--- src/design/spa_pkg.sv ---
// shared types and constants of the shear projection accumulator
package spa_pkg;

	localparam int FRAC_BITS   = 14;
	localparam int SAMPLE_BITS = 16;
	localparam int MAX_WIDTH   = 256;
	localparam int MAX_HEIGHT  = 256;

	localparam int COORD_W   = 8;
	localparam int DIM_W     = 9;
	localparam int COEF_W    = 16;
	localparam int BIDX_W    = 9;
	localparam int SUM_W     = 40;
	localparam int PROD_W    = COEF_W + SAMPLE_BITS;
	localparam int CONTRIB_W = PROD_W + 1;
	localparam int SHEARP_W  = COEF_W + COORD_W + 1;
	localparam int OMF_W     = COEF_W + 2;
	localparam int NUM_W     = DIM_W + 1 + OMF_W;
	localparam int START_W   = NUM_W - FRAC_BITS - 1;
	localparam int CALC_W    = START_W + 2;

	localparam int FIFO_DEPTH = 8;

	localparam int CFG_IDX_W  = 3;
	localparam int CFG_DATA_W = 16;

	localparam logic [CFG_IDX_W-1:0] REG_IMAGE_WIDTH     = 3'd0;
	localparam logic [CFG_IDX_W-1:0] REG_IMAGE_HEIGHT    = 3'd1;
	localparam logic [CFG_IDX_W-1:0] REG_HORIZONTAL_MODE = 3'd2;
	localparam logic [CFG_IDX_W-1:0] REG_SHEAR_FACTOR    = 3'd3;
	localparam logic [CFG_IDX_W-1:0] REG_WEIGHT_COS      = 3'd4;
	localparam logic [CFG_IDX_W-1:0] REG_WEIGHT_SIN      = 3'd5;

	typedef struct packed {
		logic [DIM_W-1:0]         image_width;
		logic [DIM_W-1:0]         image_height;
		logic                     horizontal_mode;
		logic signed [COEF_W-1:0] shear_factor;
		logic signed [COEF_W-1:0] weight_cos;
		logic signed [COEF_W-1:0] weight_sin;
	} cfg_t;

	typedef struct packed {
		logic             touched;
		logic [SUM_W-1:0] sum;
	} entry_t;

endpackage

--- src/design/spa_result_fifo.sv ---
// small result queue in front of the output channel
module spa_result_fifo
	import spa_pkg::*;
#(
	parameter int DEPTH = 8
) (
	input  logic   clk,
	input  logic   arst_n,
	input  logic   push,
	input  entry_t push_data,
	output logic   out_valid,
	input  logic   out_ready,
	output entry_t out_data
);

	localparam int PTR_W = (DEPTH > 1) ? $clog2(DEPTH) : 1;
	localparam int CNT_W = $clog2(DEPTH + 1);

	entry_t            slots [DEPTH];
	logic [PTR_W-1:0]  wr_ptr_q, rd_ptr_q;
	logic [CNT_W-1:0]  count_q;
	logic              pop;

	assign out_valid = (count_q != '0);
	assign out_data  = slots[rd_ptr_q];
	assign pop       = out_valid && out_ready;

	always_ff @(posedge clk or negedge arst_n) begin
		if (!arst_n) begin
			wr_ptr_q <= '0;
			rd_ptr_q <= '0;
			count_q  <= '0;
		end else begin
			if (push) begin
				wr_ptr_q <= (wr_ptr_q == PTR_W'(DEPTH - 1)) ? '0 : wr_ptr_q + 1'b1;
			end
			if (pop) begin
				rd_ptr_q <= (rd_ptr_q == PTR_W'(DEPTH - 1)) ? '0 : rd_ptr_q + 1'b1;
			end
			if (push && !pop) begin
				count_q <= count_q + 1'b1;
			end else if (pop && !push) begin
				count_q <= count_q - 1'b1;
			end
		end
	end

	always_ff @(posedge clk) begin
		if (push) begin
			slots[wr_ptr_q] <= push_data;
		end
	end

endmodule

--- config.mk ---
export PLATFORM = sky130hd
export DESIGN_NAME = spa_result_fifo
export DESIGN_NICKNAME = d
export VERILOG_FILES = /design/src/design/spa_pkg.sv /design/src/design/spa_result_fifo.sv
export SDC_FILE = /design/constraint.sdc
export NUM_CORES = 1
export LEC_CHECK = 0
export ABC_AREA = 1
export BUFFER_PORTS_ARGS = -buffer_cell sky130_fd_sc_hd__buf_4
export CORE_MARGIN = 2
export CORE_UTILIZATION = 55
export DETAILED_ROUTE_END_ITERATION = 7
export PLACE_DENSITY = 0.83
export RECOVER_POWER = 100
export SLEW_MARGIN = 20
export SYNTH_ARGS = -nofsm -noshare
export SYNTH_HDL_FRONTEND = slang
export SYNTH_SLANG_ARGS = --single-unit
--- constraint.sdc ---
create_clock -name clk -period 2.9 [get_ports clk]
set_clock_uncertainty 0.2 [all_clocks]
set_input_delay 0 -clock clk [delete_from_list [all_inputs] [get_ports clk]]
set_output_delay 0 -clock clk [all_outputs]
set_load 0.01 [all_outputs]
---- Word level (Yosys, flattened, before mapping) ----
Memories as Yosys holds them, arrays and structs flattened.
Cells that the tools add are included.
word-level totals
  register bits after elaboration ......... 10
  RAM bits ................................ 328
  input port bits ......................... 45
  output and inout port bits .............. 42
  word-level logic and storage cells ...... 23
  memories ................................ 1
operators by class
  add/subtract/negate cells ............... 4
  eq/ne operators ......................... 2
  mux-type cells .......................... 6
  reduce and logical (&&, ||, !) cells .... 7
memory list
  memory  words  width  read ports  clocked after Yosys merged registers in  wr ports  line                   RTL
  slots   8      41     1           0                                        1         spa_result_fifo.sv:19  entry_t slots [DEPTH];
operators by type and width
  kind                                                                 number
  4-bit 2-to-1 mux                                                     2
  3-bit by 1-bit adder with 3-bit output (second input constant)       2
  3-bit == test (second input constant)                                2
  3-bit 2-to-1 mux                                                     2
  4-bit by 1-bit adder with 4-bit output (second input constant)       1
  4-bit nonzero test                                                   1
  4-bit by 1-bit subtractor with 4-bit output (second input constant)  1
  1-bit logical AND                                                    3
  1-bit zero test                                                      2
  1-bit 2-to-1 mux                                                     2
  2-bit nonzero test                                                   1

---- Depth between registers and ports, before layout ----
  depth after elaboration ................. 5
  mapped depth ............................ 12
  depth with buffers taken out ............ 12

---- Least setup slack after synthesis ----
No wires, ideal clock.
  kind .................................... register to register
  start point ............................. register wr_ptr_q[0]
  end point ............................... memory slots[0][0] in the netlist's numbering, enable pin
  setup time .............................. 0.440 ns
  data arrival time ....................... 2.292 ns
  data required time ...................... 2.260 ns
  slack ................................... -0.032 ns
  cell stages (with the launch flop) ...... 4
  buffers on the path ..................... 0
  clock period less this slack ............ 2.932 ns
  cells stage by stage .................... dfrtp_1 > inv_1 > nand2_1 > nor2_1
RTL lines
  item                      line                   RTL
  start: declaration        spa_result_fifo.sv:20  logic [PTR_W-1:0] wr_ptr_q, rd_ptr_q;
  start signal: assignment  spa_result_fifo.sv:35  wr_ptr_q <= (wr_ptr_q == PTR_W'(DEPTH - 1)) ? '0 : wr_ptr_q + 1'b1;
  end: declaration          spa_result_fifo.sv:19
No word-level cell before the write port.

---- Worst setup path in the final report ----
  start point ............................. register wr_ptr_q[0]
  end point ............................... memory slots[2][8] in the netlist's numbering, enable pin
No word-level cell before the write port.

==> impl_metrics.csv <==
group,metric,value,unit
run_status,run_status,"finished with violations",
run_status,violations,"capacitance limit, slew limit",
global_routing,grt_max_degree,100,
global_routing,grt_overflow,0,
power_and_ir_drop,p_int,10.0,mW
finish,nNetsFinal,1677,
setup_path,slowest_delay,0.92,ns
detailed_routing,drtIter0Drc,786,
setup_path,ff2ff_path_depth,4,
floorplanning,io_pins,87,
finish,drive_gt1_share,5.09,%
global_routing,grt_busiest_layer,"met2",
global_routing,grt_pass1_vias,9967,
finish,final_common_cell,"nand2_1",
global_routing,grt_usage,22.0,%
finish,fin_cells,1985,
clock_network,cts_tree,"done",
logic_synthesis,syn-cell-area,0.0147,sq mm
logic_synthesis,yosysWarnings,0,
detailed_routing,postRouteAntennaNets,0,
sta,hold_violations,0,
placed_design,io_buffers,86,
global_routing,antenna_found_initial,2,
placed_design,dpl.hpwl,17500,microns
global_routing,use_met2,39.0,%
sta,slew_headroom,-2.71,%
finish,multi_input_area,0.00358,sq mm
setup_path,cp_cell_sequence,"inv_1 > nand2_1 > nor2_1 > buf_2",
floorplanning,initial_core_util,56.2,%
flow_run,cap_violations,1,
clock_network,clock_latency,0.52,ns
clock_network,post-cts-setup-buffers,0,
sta,finalCritPeriodShare,93.8,%
setup_path,crit_path_start,"wr_ptr_q[0]",
power_and_ir_drop,p_per_area,941,mW/mm^2
min_path,hold_path_class,"input pin to register",
clock_network,cts.path.max_buffers,3,
setup_path,rrSetupSlack,0.18,ns
floorplanning,design.core.area,0.0262,sq mm
clock_network,root_buffer,"clkbuf_16",
detailed_routing,drc,0,
setup_path,r2r-end,"slots[2][8]",
clock_network,cts_max_level,2,
logic_synthesis,synth.net_count,1550,
power_and_ir_drop,p_leak,7.15,nW
setup_path,worstPathArrival,2.68,ns
placed_design,place_area,0.0157,sq mm
detailed_routing,wl,30500,microns
floorplanning,die_w,168,microns
floorplanning,dieArea,0.0281,sq mm
finish,fin_area,0.0168,sq mm
sta,worst_slew_pin_slew,1.53,ns
detailed_routing,first_pass_iters,5,
power_and_ir_drop,ir_drop,0.000588,V
detailed_routing,routed_via_density,5.01,
sta,timing.final.ws_setup,0.181,ns
logic_synthesis,synthCells,1497,
sta,drv_slew,13,
finish,fillers,1932,
detailed_routing,vias,9943,
floorplanning,fp.dieH,168,microns
setup_path,cp_data_required_time,2.86,ns
global_routing,grt_use_met3,3.33,%
finish,regArea,0.0101,sq mm
finish,area_delta_synth_final,14.3,%
floorplanning,rows,59,
sta,max_freq,368,MHz
detailed_routing,wire_per_inst,15.3,microns
global_routing,grt_pass1_wl,49100,microns
placed_design,globalplace.congestion,0.848,
power_and_ir_drop,p_sw_share,36.7,%
power_and_ir_drop,switchingPower,5.81,mW
clock_network,cts_resized,0,
power_and_ir_drop,p_clk_share,26.0,%
power_and_ir_drop,power_frac_seq,39.9,%
clock_network,cts.sinks,338,
logic_synthesis,ys_types,20,
global_routing,met1_usage,27.6,%
setup_path,path_class,"register to register",
clock_network,path_clk_slew,0.06,ns
sta,grt_setup_unrepaired,"false",
clock_network,numCtsBuffers,35,
placed_design,placed_cells,1877,
setup_path,cp-end-kind,"register",
logic_synthesis,synth_area_per_cell,9.83,sq um
setup_path,crit_fanout,16,
sta,setup_viol,0,
power_and_ir_drop,p_comb_share,34.1,%
placed_design,pre_cts_ws,0.582,ns
logic_synthesis,yosys_register_bits,338,
setup_path,crit_end,"slots[2][8]",
setup_path,r2r-start,"wr_ptr_q[0]",
finish,final_cell_mix,"nand2_1 (558), nor2_1 (337), edfxtp_1 (328), inv_1 (173), clkbuf_1 (86)",
logic_synthesis,ys_seq_area_share,68.6,%
sta,period_needed,2.72,ns
setup_path,start_kind,"register",
finish,utilization,64.2,%
setup_path,cp_slowest_cell,"nor2_1",
[layout make-up]
type,count,share of cell area (%)
diodes,1,0.0149
clock buffers,42,5.36
clock inverters,20,0.803
inverters,175,3.90
multi-input cells,921,21.3
flip-flops and latches,338,60.0
well taps,335,2.49
repair buffers,153,6.09
[worst max-delay path: cells and delay by family (launching register included)]
| family | cells | cell delay, ns |
|---|---|---|
| buffers and inverters | 2 | 0.66 |
| flip-flops | 1 | 0.40 |
| AND/OR/NAND/NOR | 2 | 1.09 |
[sequential cells by signal, summed over array words and instances, names as in the netlist]
name / count
count_q: 4
rd_ptr_q: 3
slots: 328
wr_ptr_q: 3
[per-stage QoR]
step | setup TNS [ns] | hold slack [ns] | total power [mW]
6_report | 0 | 0.0919 | 15.8
3_5_place_dp | 0 | -0.361 | 12.2
2_1_floorplan | -3.83 | -0.496 | 10.3
5_1_grt | 0 | 0.136 | 16.9
3_3_place_gp | 0 | -0.367 | 11.9
4_1_cts | 0 | 0.0373 | 16.3
[power groups by stage]
stage               logic, mW  registers [mW]  clock network (mW)
floorplan                4.08            6.23                   0
global placement         5.55            6.36                   0
detailed placement       5.75            6.40                   0
CTS                      5.85            6.30                4.17
global route             6.13            6.36                4.38
finish                   5.40            6.31                4.12
[cell families (layout without fill, tap and decap cells)]
family,count (synthesis),count (layout),share of synthesized area (%)
xor+xnor,2,2,0.119
other cells,0,1,0
flops,338,338,68.6
fa+ha+maj,8,8,0.731
buf+inv,238,390,7.20
compound gates,7,7,0.238
simple gates,904,904,23.1
[per-layer routing]
metal	part of all wire, %	vias to the layer above
li1	-	4910
met1	40	4639
met2	51	337
met3	6.0	55
met4	2.2	2
met5	0.053	-
[how the worst min path moves through the flow]
| stage | from | end | slack [ns] | cells after the start |
|---|---|---|---|---|
| finish | push | wr_ptr_q[0] | 0.09 | 3 |
| global route | push | wr_ptr_q[0] | 0.14 | 3 |
| CTS | push_data[18] | slots[3][18] | 0.04 | 2 |
| detailed placement | arst_n | count_q[1] | -0.36 | 1 |
| global placement | arst_n | count_q[0] | -0.37 | 1 |
| floorplan | arst_n | count_q[0] | -0.50 | 0 |
[cell usage after synthesis]
cell / count / share of area [%]
nor2_1: 340 / 8.7
fa_1: 1 / 0.14
inv_2: 1 / 0.025
buf_1: 6 / 0.15
o21ai_0: 6 / 0.20
buf_4: 2 / 0.10
xnor2_1: 2 / 0.12
nand2_1: 558 / 14
inv_1: 173 / 4.4
buf_6: 15 / 1.1
nand3_1: 5 / 0.17
clkbuf_1: 11 / 0.28
buf_2: 28 / 0.95
clkinv_1: 1 / 0.025
dfrtp_1: 10 / 1.7
buf_8: 1 / 0.10
ha_1: 7 / 0.59
a21oi_1: 1 / 0.034
or2_2: 1 / 0.043
edfxtp_1: 328 / 67
[timing repair]
item,CTS,global route
setup endpoints to repair,0,0
hold endpoints to repair,348,0
hold buffers,45,0
Note: power is estimated with default switching activity, not from simulation.
