--- config.mk ---
export PLATFORM = sky130hd
export DESIGN_NAME = spa_index_calc
export DESIGN_NICKNAME = d
export VERILOG_FILES = /design/src/design/spa_pkg.sv /design/src/design/spa_index_calc.sv
export SDC_FILE = /design/constraint.sdc
export NUM_CORES = 2
export LEC_CHECK = 0
export BUFFER_PORTS_ARGS = -buffer_cell sky130_fd_sc_hd__buf_2
export CORE_MARGIN = 1.5
export CORE_UTILIZATION = 32
export CTS_CLUSTER_SIZE = 14
export DETAILED_ROUTE_END_ITERATION = 10
export RECOVER_POWER = 25
export SYNTH_ARGS = -nofsm -noshare
export SYNTH_HDL_FRONTEND = slang
export SYNTH_SLANG_ARGS = --single-unit
--- constraint.sdc ---
create_clock -name clk -period 5.7 [get_ports clk]
set_input_delay 0.57 -clock clk [delete_from_list [all_inputs] [get_ports clk]]
set_output_delay 0.57 -clock clk [all_outputs]
set_load 0.1 [all_outputs]
--- src/design/spa_pkg.sv ---
// shared types and constants of the shear projection accumulator
package spa_pkg;

	localparam int FRAC_BITS   = 14;
	localparam int SAMPLE_BITS = 16;
	localparam int MAX_WIDTH   = 256;
	localparam int MAX_HEIGHT  = 256;

	localparam int COORD_W   = 8;
	localparam int DIM_W     = 9;
	localparam int COEF_W    = 16;
	localparam int BIDX_W    = 9;
	localparam int SUM_W     = 40;
	localparam int PROD_W    = COEF_W + SAMPLE_BITS;
	localparam int CONTRIB_W = PROD_W + 1;
	localparam int SHEARP_W  = COEF_W + COORD_W + 1;
	localparam int OMF_W     = COEF_W + 2;
	localparam int NUM_W     = DIM_W + 1 + OMF_W;
	localparam int START_W   = NUM_W - FRAC_BITS - 1;
	localparam int CALC_W    = START_W + 2;

	localparam int FIFO_DEPTH = 8;

	localparam int CFG_IDX_W  = 3;
	localparam int CFG_DATA_W = 16;

	localparam logic [CFG_IDX_W-1:0] REG_IMAGE_WIDTH     = 3'd0;
	localparam logic [CFG_IDX_W-1:0] REG_IMAGE_HEIGHT    = 3'd1;
	localparam logic [CFG_IDX_W-1:0] REG_HORIZONTAL_MODE = 3'd2;
	localparam logic [CFG_IDX_W-1:0] REG_SHEAR_FACTOR    = 3'd3;
	localparam logic [CFG_IDX_W-1:0] REG_WEIGHT_COS      = 3'd4;
	localparam logic [CFG_IDX_W-1:0] REG_WEIGHT_SIN      = 3'd5;

	typedef struct packed {
		logic [DIM_W-1:0]         image_width;
		logic [DIM_W-1:0]         image_height;
		logic                     horizontal_mode;
		logic signed [COEF_W-1:0] shear_factor;
		logic signed [COEF_W-1:0] weight_cos;
		logic signed [COEF_W-1:0] weight_sin;
	} cfg_t;

	typedef struct packed {
		logic             touched;
		logic [SUM_W-1:0] sum;
	} entry_t;

endpackage

--- src/design/spa_index_calc.sv ---
// bin address and weighted contribution of each word, three register stages
module spa_index_calc
	import spa_pkg::*;
#(
	parameter int BIN_COUNT = 512,
	parameter int ADDR_W    = 9
) (
	input  logic                        clk,
	input  logic                        arst_n,
	input  logic                        in_valid,
	input  logic                        in_read,
	input  logic [COORD_W-1:0]          in_col,
	input  logic [COORD_W-1:0]          in_row,
	input  logic signed [SAMPLE_BITS-1:0] in_sample_x,
	input  logic signed [SAMPLE_BITS-1:0] in_sample_y,
	input  logic [BIDX_W-1:0]           in_bin_index,
	input  cfg_t                        cfg,
	output logic                        valid_s3,
	output logic                        read_s3,
	output logic [ADDR_W-1:0]           addr_s3,
	output logic signed [CONTRIB_W-1:0] contrib_s3
);

	// line start, depends on configuration only
	logic [DIM_W-1:0]         extent;
	logic signed [OMF_W-1:0]  omf;
	logic signed [NUM_W-1:0]  num;
	logic signed [NUM_W-1:0]  num_adj;
	logic signed [START_W-1:0] start_q;

	always_comb begin
		extent  = cfg.horizontal_mode ? cfg.image_height : cfg.image_width;
		omf     = OMF_W'(1 << FRAC_BITS) - OMF_W'(cfg.shear_factor);
		num     = NUM_W'($signed({1'b0, extent})) * NUM_W'(omf);
		num_adj = num[NUM_W-1] ? num + NUM_W'((1 << (FRAC_BITS + 1)) - 1) : num;
	end

	always_ff @(posedge clk or negedge arst_n) begin
		if (!arst_n) begin
			start_q <= '0;
		end else begin
			start_q <= START_W'(num_adj >>> (FRAC_BITS + 1));
		end
	end

	// stage 1: registered word
	logic                         valid_s1, read_s1;
	logic [COORD_W-1:0]           col_s1, row_s1;
	logic signed [SAMPLE_BITS-1:0] sx_s1, sy_s1;
	logic [BIDX_W-1:0]            bidx_s1;

	// stage 2: products
	logic                         valid_s2, read_s2;
	logic [COORD_W-1:0]           pos_s2;
	logic [BIDX_W-1:0]            bidx_s2;
	logic signed [SHEARP_W-1:0]   shp_s2;
	logic signed [PROD_W-1:0]     mc_s2, ms_s2;

	logic                         inside_s1;
	logic [COORD_W-1:0]           pos_s1, idx_s1;
	logic signed [SHEARP_W-1:0]   shp_s1;
	logic signed [PROD_W-1:0]     mc_s1, ms_s1;

	always_comb begin
		inside_s1 = (DIM_W'(col_s1) < cfg.image_width) && (DIM_W'(row_s1) < cfg.image_height);
		pos_s1    = cfg.horizontal_mode ? col_s1 : row_s1;
		idx_s1    = cfg.horizontal_mode ? row_s1 : col_s1;
		shp_s1    = SHEARP_W'(cfg.shear_factor) * SHEARP_W'($signed({1'b0, idx_s1}));
		mc_s1     = PROD_W'(cfg.weight_cos) * PROD_W'(sx_s1);
		ms_s1     = PROD_W'(cfg.weight_sin) * PROD_W'(sy_s1);
	end

	// stage 2 logic: rounding of the shear term, bin, sum of products
	logic                        neg_s2;
	logic [SHEARP_W-1:0]         mag_s2, rnd_s2;
	logic signed [CALC_W-1:0]    r_s2, bin_s2;
	logic                        bin_ok_s2;
	logic signed [CONTRIB_W-1:0] contrib_s2;

	always_comb begin
		neg_s2     = shp_s2[SHEARP_W-1];
		mag_s2     = neg_s2 ? SHEARP_W'(-shp_s2) : SHEARP_W'(shp_s2);
		rnd_s2     = (mag_s2 + SHEARP_W'(1 << (FRAC_BITS - 1))) >> FRAC_BITS;
		r_s2       = neg_s2 ? -$signed(CALC_W'(rnd_s2)) : $signed(CALC_W'(rnd_s2));
		bin_s2     = $signed(CALC_W'(pos_s2)) + CALC_W'(start_q) + r_s2;
		bin_ok_s2  = !bin_s2[CALC_W-1] && (bin_s2 < CALC_W'(BIN_COUNT));
		contrib_s2 = CONTRIB_W'(mc_s2) + CONTRIB_W'(ms_s2);
	end

	always_ff @(posedge clk or negedge arst_n) begin
		if (!arst_n) begin
			valid_s1 <= 1'b0;
			valid_s2 <= 1'b0;
			valid_s3 <= 1'b0;
		end else begin
			valid_s1 <= in_valid;
			valid_s2 <= valid_s1 && (read_s1 || inside_s1);
			valid_s3 <= valid_s2 && (read_s2 || bin_ok_s2);
		end
	end

	always_ff @(posedge clk) begin
		read_s1    <= in_read;
		col_s1     <= in_col;
		row_s1     <= in_row;
		sx_s1      <= in_sample_x;
		sy_s1      <= in_sample_y;
		bidx_s1    <= in_bin_index;

		read_s2    <= read_s1;
		pos_s2     <= pos_s1;
		bidx_s2    <= bidx_s1;
		shp_s2     <= shp_s1;
		mc_s2      <= mc_s1;
		ms_s2      <= ms_s1;

		read_s3    <= read_s2;
		addr_s3    <= read_s2 ? ADDR_W'(bidx_s2) : ADDR_W'(bin_s2);
		contrib_s3 <= contrib_s2;
	end

endmodule

# Yosys cells after proc, flatten, opt, wreduce, memory -nomap -nowiden
# Cells that the tools add are included.
[op_classes] n_addsub=8 multipliers=4 n_mux=7 n_lt_le_gt_ge=3 reduce_logical=7
[op_table] op="multiplier 16 x 16 -> 32 bit" n=2
[op_table] op="adder 32 x 32 -> 33 bit" n=1
[op_table] op="adder 27 x 16 -> 28 bit, second input constant" n=1
[op_table] op="two-way mux 28 bit" n=1
[op_table] op="multiplier 10 x 17 -> 27 bit" n=1
[op_table] op="adder 25 x 14 -> 25 bit, second input constant" n=1
[op_table] op="multiplier 16 x 9 -> 25 bit" n=1
[op_table] op="two-way mux 25 bit" n=1
[op_table] op="negator 25 bit" n=1
[op_table] op="less-than comparator 8 x 9 -> 1 bit" n=2
[op_table] op="two-way mux 9 bit" n=2
[op_table] op="subtractor 16 x 16 -> 17 bit, first input constant" n=1
[op_table] op="two-way mux 8 bit" n=2
[op_table] op="adder 14 x 15 -> 15 bit" n=1
[op_table] op="less-than comparator 15 x 11 -> 1 bit, second input constant" n=1
[op_table] op="two-way mux 15 bit" n=1
[op_table] op="negator 11 -> 15 bit" n=1
[op_table] op="adder 9 x 13 -> 14 bit" n=1
[op_table] op="logical AND 1 bit" n=4
[op_table] op="logical OR 1 bit" n=2
[op_table] op="logical NOT 1 bit" n=1
[word_totals] reg_bits=224 input_bits=128 out_inout_bits=44

# Logic depth before layout (Yosys ltp)
[depth] ltp_word=10 depth_mapped=30 depth_no_buf=27

# Worst setup path before layout
# OpenSTA, ideal clock, no wires.
[synth_path] kind="in2reg" startpoint="input port cfg[48] in the netlist's numbering" endpoint="register start_q[4]" path_stages=28 arrival_time_ns=7.812 path_slack_ns=-2.244 path_cell_list="clkbuf_1 > clkbuf_1 > clkbuf_1 > nand2_1 > o21ai_1 > clkbuf_1 > nand2_1 > fa_1 > inv_1 > fa_1 > inv_1 > fa_1 > inv_1 > fa_1 > inv_1 > fa_1 > inv_1 > ha_1 > nand3_1 > nor4_1 > nor3_1 > o21ai_0 > o21a_1 > xor2_1 > or3b_2 > or3_1 > o221a_2 > xnor2_1"
[synth_via] elab_chain_cells=4
[synth_lines] element="start, declared" line_no="spa_index_calc.sv:17" rtl="input cfg_t cfg,"
[synth_lines] element="two-way mux 9 bit *" line_no="spa_index_calc.sv:32" rtl="extent = cfg.horizontal_mode ? cfg.image_height : cfg.image_width;"
[synth_lines] element="multiplier 10 x 17 -> 27 bit *" line_no="spa_index_calc.sv:34" rtl="num = NUM_W'($signed({1'b0, extent})) * NUM_W'(omf);"
[synth_lines] element="adder 27 x 16 -> 28 bit" line_no="spa_index_calc.sv:35" rtl="num_adj = num[NUM_W-1] ? num + NUM_W'((1 << (FRAC_BITS + 1)) - 1) : num;"
[synth_lines] element="two-way mux 28 bit *" line_no="spa_index_calc.sv:35"
[synth_lines] element="named net num_adj[19]" line_no="spa_index_calc.sv:28" rtl="logic signed [NUM_W-1:0] num_adj;"
[synth_lines] element="end signal, assigned" line_no="spa_index_calc.sv:42" rtl="start_q <= START_W'(num_adj >>> (FRAC_BITS + 1));"
[synth_lines] element="end, declared" line_no="spa_index_calc.sv:29" rtl="logic signed [START_W-1:0] start_q;"
# The timed path passes the listed nets; every way through them passes the cells marked *.

# Final worst setup path
[layout_path] startpoint="input port cfg[40] in the netlist's numbering" endpoint="register start_q[4]"
[layout_via] elab_chain_cells=4
[layout_lines] element="subtractor 16 x 16 -> 17 bit *" line_no="spa_index_calc.sv:33" rtl="omf = OMF_W'(1 << FRAC_BITS) - OMF_W'(cfg.shear_factor);"
[layout_lines] element="multiplier 10 x 17 -> 27 bit *" line_no="spa_index_calc.sv:34"
[layout_lines] element="adder 27 x 16 -> 28 bit" line_no="spa_index_calc.sv:35"
[layout_lines] element="two-way mux 28 bit *" line_no="spa_index_calc.sv:35"
[layout_lines] element="named net num_adj[19]" line_no="spa_index_calc.sv:28"
# Marks and branches as above.

==> summary by stage <==
STA
The number of endpoints failing setup at the final stage is 23. Across all setup checks in the final design, the least slack found is -0.873 ns. Measured against its own limit, the worst slew margin works out to 0.413. The final count of hold timing violations is 0. For the pin with the worst max-slew slack, the measured transition is 0.878 ns. The worst clock skew is 0.0185 ns. In the finished design, the share of the clock period the worst path needs comes to 1.15. For the finished layout, the period the worst path requires is 6.57 ns. Static timing analysis puts the maximum clock frequency at 152 MHz. Setup repair after global routing could not meet its margin everywhere. The number of max-slew violations in the final report is 0.

Worst setup path
The element type at the critical path start is an input port. Of all nets on the critical path, the largest fanout is 5. The critical path endpoint category is a flip-flop. The data required time of the critical path is 6.16 ns. The data arrival time of the worst path is 7.04 ns. The critical path class is in2reg.

Run status
The flow ran to the end, but the final reports show violations. The final reports fail on negative setup slack.

Global routing
The number of global-route vias before repair is 32600. The total track usage is 0.164. The first global-routing pass estimated 166000 µm of wire.

The number of antenna violations at the first check in global routing is 1. Entering global routing, the biggest net connects 28 pins. After global routing the overflow that remains totals 0.

Synth
The share of the synthesized area in the top cell type is 0.388. Synthesis produced a netlist with a net count of 5553. Synthesis produced a netlist whose cell count is 4318. The area of the mapped netlist is 39400 µm². By area the synthesized netlist is led by sky130_fd_sc_hd__fa_1 39%, sky130_fd_sc_hd__ha_1 11%, sky130_fd_sc_hd__dfxtp_1 11%. Of the synthesized area, sequential elements account for 0.116. The number of flops mapped to enable cells by yosys is 0. The average instance in the mapped netlist occupies 9.12 µm². Summed over all instances, the cell type with the most area after synthesis is sky130_fd_sc_hd__fa_1. The synthesized design contains 224 register bits. The post-synthesis async set-or-reset flop share is 0.0714. In the synthesized netlist the dominant register cell turns out to be sky130_fd_sc_hd__dfxtp_1.

The number of distinct library cell variants in the gate-level netlist after synthesis is 86. The Yosys step of the flow raised 0 warnings.

Floorplan
The number of placement rows is 128. The die height is 354 µm. The initial core utilization is 0.323. The horizontal die dimension is 354 µm. The floorplan step defined a die boundary enclosing 125000 µm². 172 I/O pins were placed.

The core area is 122000 µm².

Clock tree
The CTS tree is built. The buffer levels on the longest clock path is 3. The CTS clock-pin slew for the worst setup and hold paths is 0.06 ns. TritonCTS created 34 clock buffers. The cell sitting at the root of the clock tree is a sky130_fd_sc_hd__clkbuf_16.

The tree built by TritonCTS fans out to 224 sinks. In this run the number of H-tree levels came out at 2. The clock insertion delay at the later pin of the skew report is 0.58 ns.

Routing
Dividing the detail-routed via count by the number of cells gives 4.57. The number of nets still failing antenna checks after routing is 0. The detailed router placed 30900 vias in this run. The detailed router put a total of 43600 µm of wire on met1. The length of the first detailed-routing pass in iterations is 5. The routed length on met3 is 4010 µm. The DRC violation count after routing is 0. The detailed router used layers up to and including met4. In the final routed layout, each cell accounts on average for 15.0 µm. In the detailed route, the total length drawn on met2 is 50300 µm. The number of DRC markers after the initial detailed-route iteration is 1374. After detailed routing, the total wire length is 101000 µm.

Finish
The area added between synthesis and finish is 29.8%. The fraction of final layout cells with drive strength greater than 1 is 0.262. After the last flow step, the layout net total stands at 6349.

Placement
The worst slack at placement is -1.67 ns. The number of buffers added on ports is 171. The routability congestion estimate is 0.884. After legalization and detailed placement, the total HPWL measured 85800 µm.

Min path
The class of the worst hold path is in2reg.

Run
The total of max-cap violations is 0.
==> final cells by class <==
cell class,count,area (µm²)
clock inverters,19,292
well taps,1625,2030
multi-input cells,3010,32900
repair buffers,884,6620
diodes,1,2.50
inverters,960,3610
flip-flops and latches,224,4650
clock buffers,42,932
fillers,12000,70800
==> cell usage in the layout, fill, tap and decap left out, drive strengths merged, types with 11 or more instances in the layout <==
master	netlist	final
nor3	41	41
mux2	16	16
a21o	62	62
a21oi	120	120
nor4	12	12
dfrtp	16	16
a211oi	22	22
buf	3	880
o21bai	20	20
nor2	145	145
o21a	20	20
and3	15	15
xor2	51	51
o21ai	91	91
a31oi	20	20
clkbuf	121	45
and2	235	235
or3	24	24
dfxtp	208	208
nor2b	102	102
xnor2	142	142
nand2	493	493
nand3	38	38
nand4	11	11
nand2b	54	54
mux2i	20	20
ha	343	343
fa	764	764
or2	13	13
inv	959	964
==> cell usage after synthesis, types with 62 or more instances <==
| cell type | number |
|---|---|
| sky130_fd_sc_hd__a21o_1 | 62 |
| sky130_fd_sc_hd__a21oi_1 | 119 |
| sky130_fd_sc_hd__and2_1 | 235 |
| sky130_fd_sc_hd__clkbuf_1 | 121 |
| sky130_fd_sc_hd__dfxtp_1 | 208 |
| sky130_fd_sc_hd__fa_1 | 764 |
| sky130_fd_sc_hd__ha_1 | 343 |
| sky130_fd_sc_hd__inv_1 | 959 |
| sky130_fd_sc_hd__nand2_1 | 493 |
| sky130_fd_sc_hd__nor2_1 | 144 |
| sky130_fd_sc_hd__nor2b_1 | 102 |
| sky130_fd_sc_hd__o21ai_0 | 87 |
| sky130_fd_sc_hd__xnor2_1 | 142 |
==> logic make-up (layout without fill, tap and decap cells) <==
group,after synthesis,count (layout),share of synthesized area
other cells,0,1,0
compound gates,456,456,0.0771
mux,36,36,0.00966
fa+ha+maj,1107,1107,0.498
flops,224,224,0.116
xor+xnor,193,193,0.0429
simple gates,1218,1218,0.153
buf+inv,1084,1905,0.104
==> per-stage QoR <==
| step | hold slack [ns] | instances | util | instance area, µm² | setup TNS [ns] |
|---|---|---|---|---|---|
| finish | 0.0820 | 6765 | 0.419 | 51100 | -11.43 |
| floorplan | 0.274 | 4318 | - | 40300 | -16.57 |
| CTS | 0.0287 | 6718 | 0.407 | 49500 | -11.42 |
| global route | 0.0405 | 6764 | 0.419 | 51100 | -18.15 |
| global placement | 0.313 | 6613 | 0.388 | 47300 | -35.36 |
| detailed placement | 0.313 | 6613 | 0.388 | 47300 | -37.58 |
==> layer usage <==
layer | vias to the layer above | global-route usage
met3 | 135 | 0.0207
met1 | 15500 | 0.210
met5 | - | 0
met4 | 0 | 0.0493
met2 | 522 | 0.286
li1 | 14800 | -
==> worst max-delay path, stage by stage <==
cell and delay [ns]:
sky130_fd_sc_hd__buf_6 0.09, sky130_fd_sc_hd__or4_4 0.53, sky130_fd_sc_hd__or3_4 0.37, sky130_fd_sc_hd__or2_4 0.28, sky130_fd_sc_hd__o21ai_4 0.22, sky130_fd_sc_hd__xnor2_4 0.18, sky130_fd_sc_hd__nand2_2 0.08, sky130_fd_sc_hd__fa_1 0.51
sky130_fd_sc_hd__inv_2 0.04, sky130_fd_sc_hd__fa_1 0.55, sky130_fd_sc_hd__fa_1 0.45, sky130_fd_sc_hd__fa_1 0.54, sky130_fd_sc_hd__inv_1 0.05, sky130_fd_sc_hd__fa_1 0.51, sky130_fd_sc_hd__inv_2 0.05, sky130_fd_sc_hd__ha_4 0.27
sky130_fd_sc_hd__inv_2 0.05, sky130_fd_sc_hd__buf_4 0.14, sky130_fd_sc_hd__nor3_1 0.28, sky130_fd_sc_hd__a211oi_2 0.13, sky130_fd_sc_hd__or3b_4 0.42, sky130_fd_sc_hd__or3_1 0.31, sky130_fd_sc_hd__o221a_2 0.28, sky130_fd_sc_hd__xnor2_1 0.13
==> path summary, 6_finish.rpt <==
kind	startpoint	endpoint	slack, ns	cells after the start
worst max-delay path	cfg[40]	start_q[4]$_DFF_PN0_	-0.87	24
worst min-delay path	in_bin_index[3]	bidx_s1[3]$_DFF_P_	0.08	1
worst max register to register	shp_s2[11]$_DFF_P_	valid_s3$_DFF_PN0_	-0.50	26
worst min register to register	bidx_s1[8]$_DFF_P_	bidx_s2[8]$_DFF_P_	0.32	0
max in group asynchronous	arst_n	start_q[6]$_DFF_PN0_	5.01	2
min in group asynchronous	arst_n	start_q[1]$_DFF_PN0_	0.42	2
==> registers in the layout, summed over array words and instances, names as in the netlist <==
signal and flops:
contrib_s3 33, mc_s2 32, ms_s2 32, shp_s2 25
sx_s1 16, sy_s1 16, start_q 13, addr_s3 9
bidx_s1 9, bidx_s2 9, col_s1 8, pos_s2 8
row_s1 8, read_s1 1, read_s2 1, read_s3 1
valid_s1 1, valid_s2 1, valid_s3 1
==> what timing repair did <==
item                                   CTS  global route
hold buffers                             1             0
setup buffers                           43            46
cloned                                   0             2
resized for setup                      180           234
pin swaps                              136           187
endpoints found under the hold margin   16             0
setup endpoints to repair               45            44
Power is not shown: default switching activity piles up to over one toggle a cycle in this logic, so the estimate is an artifact.
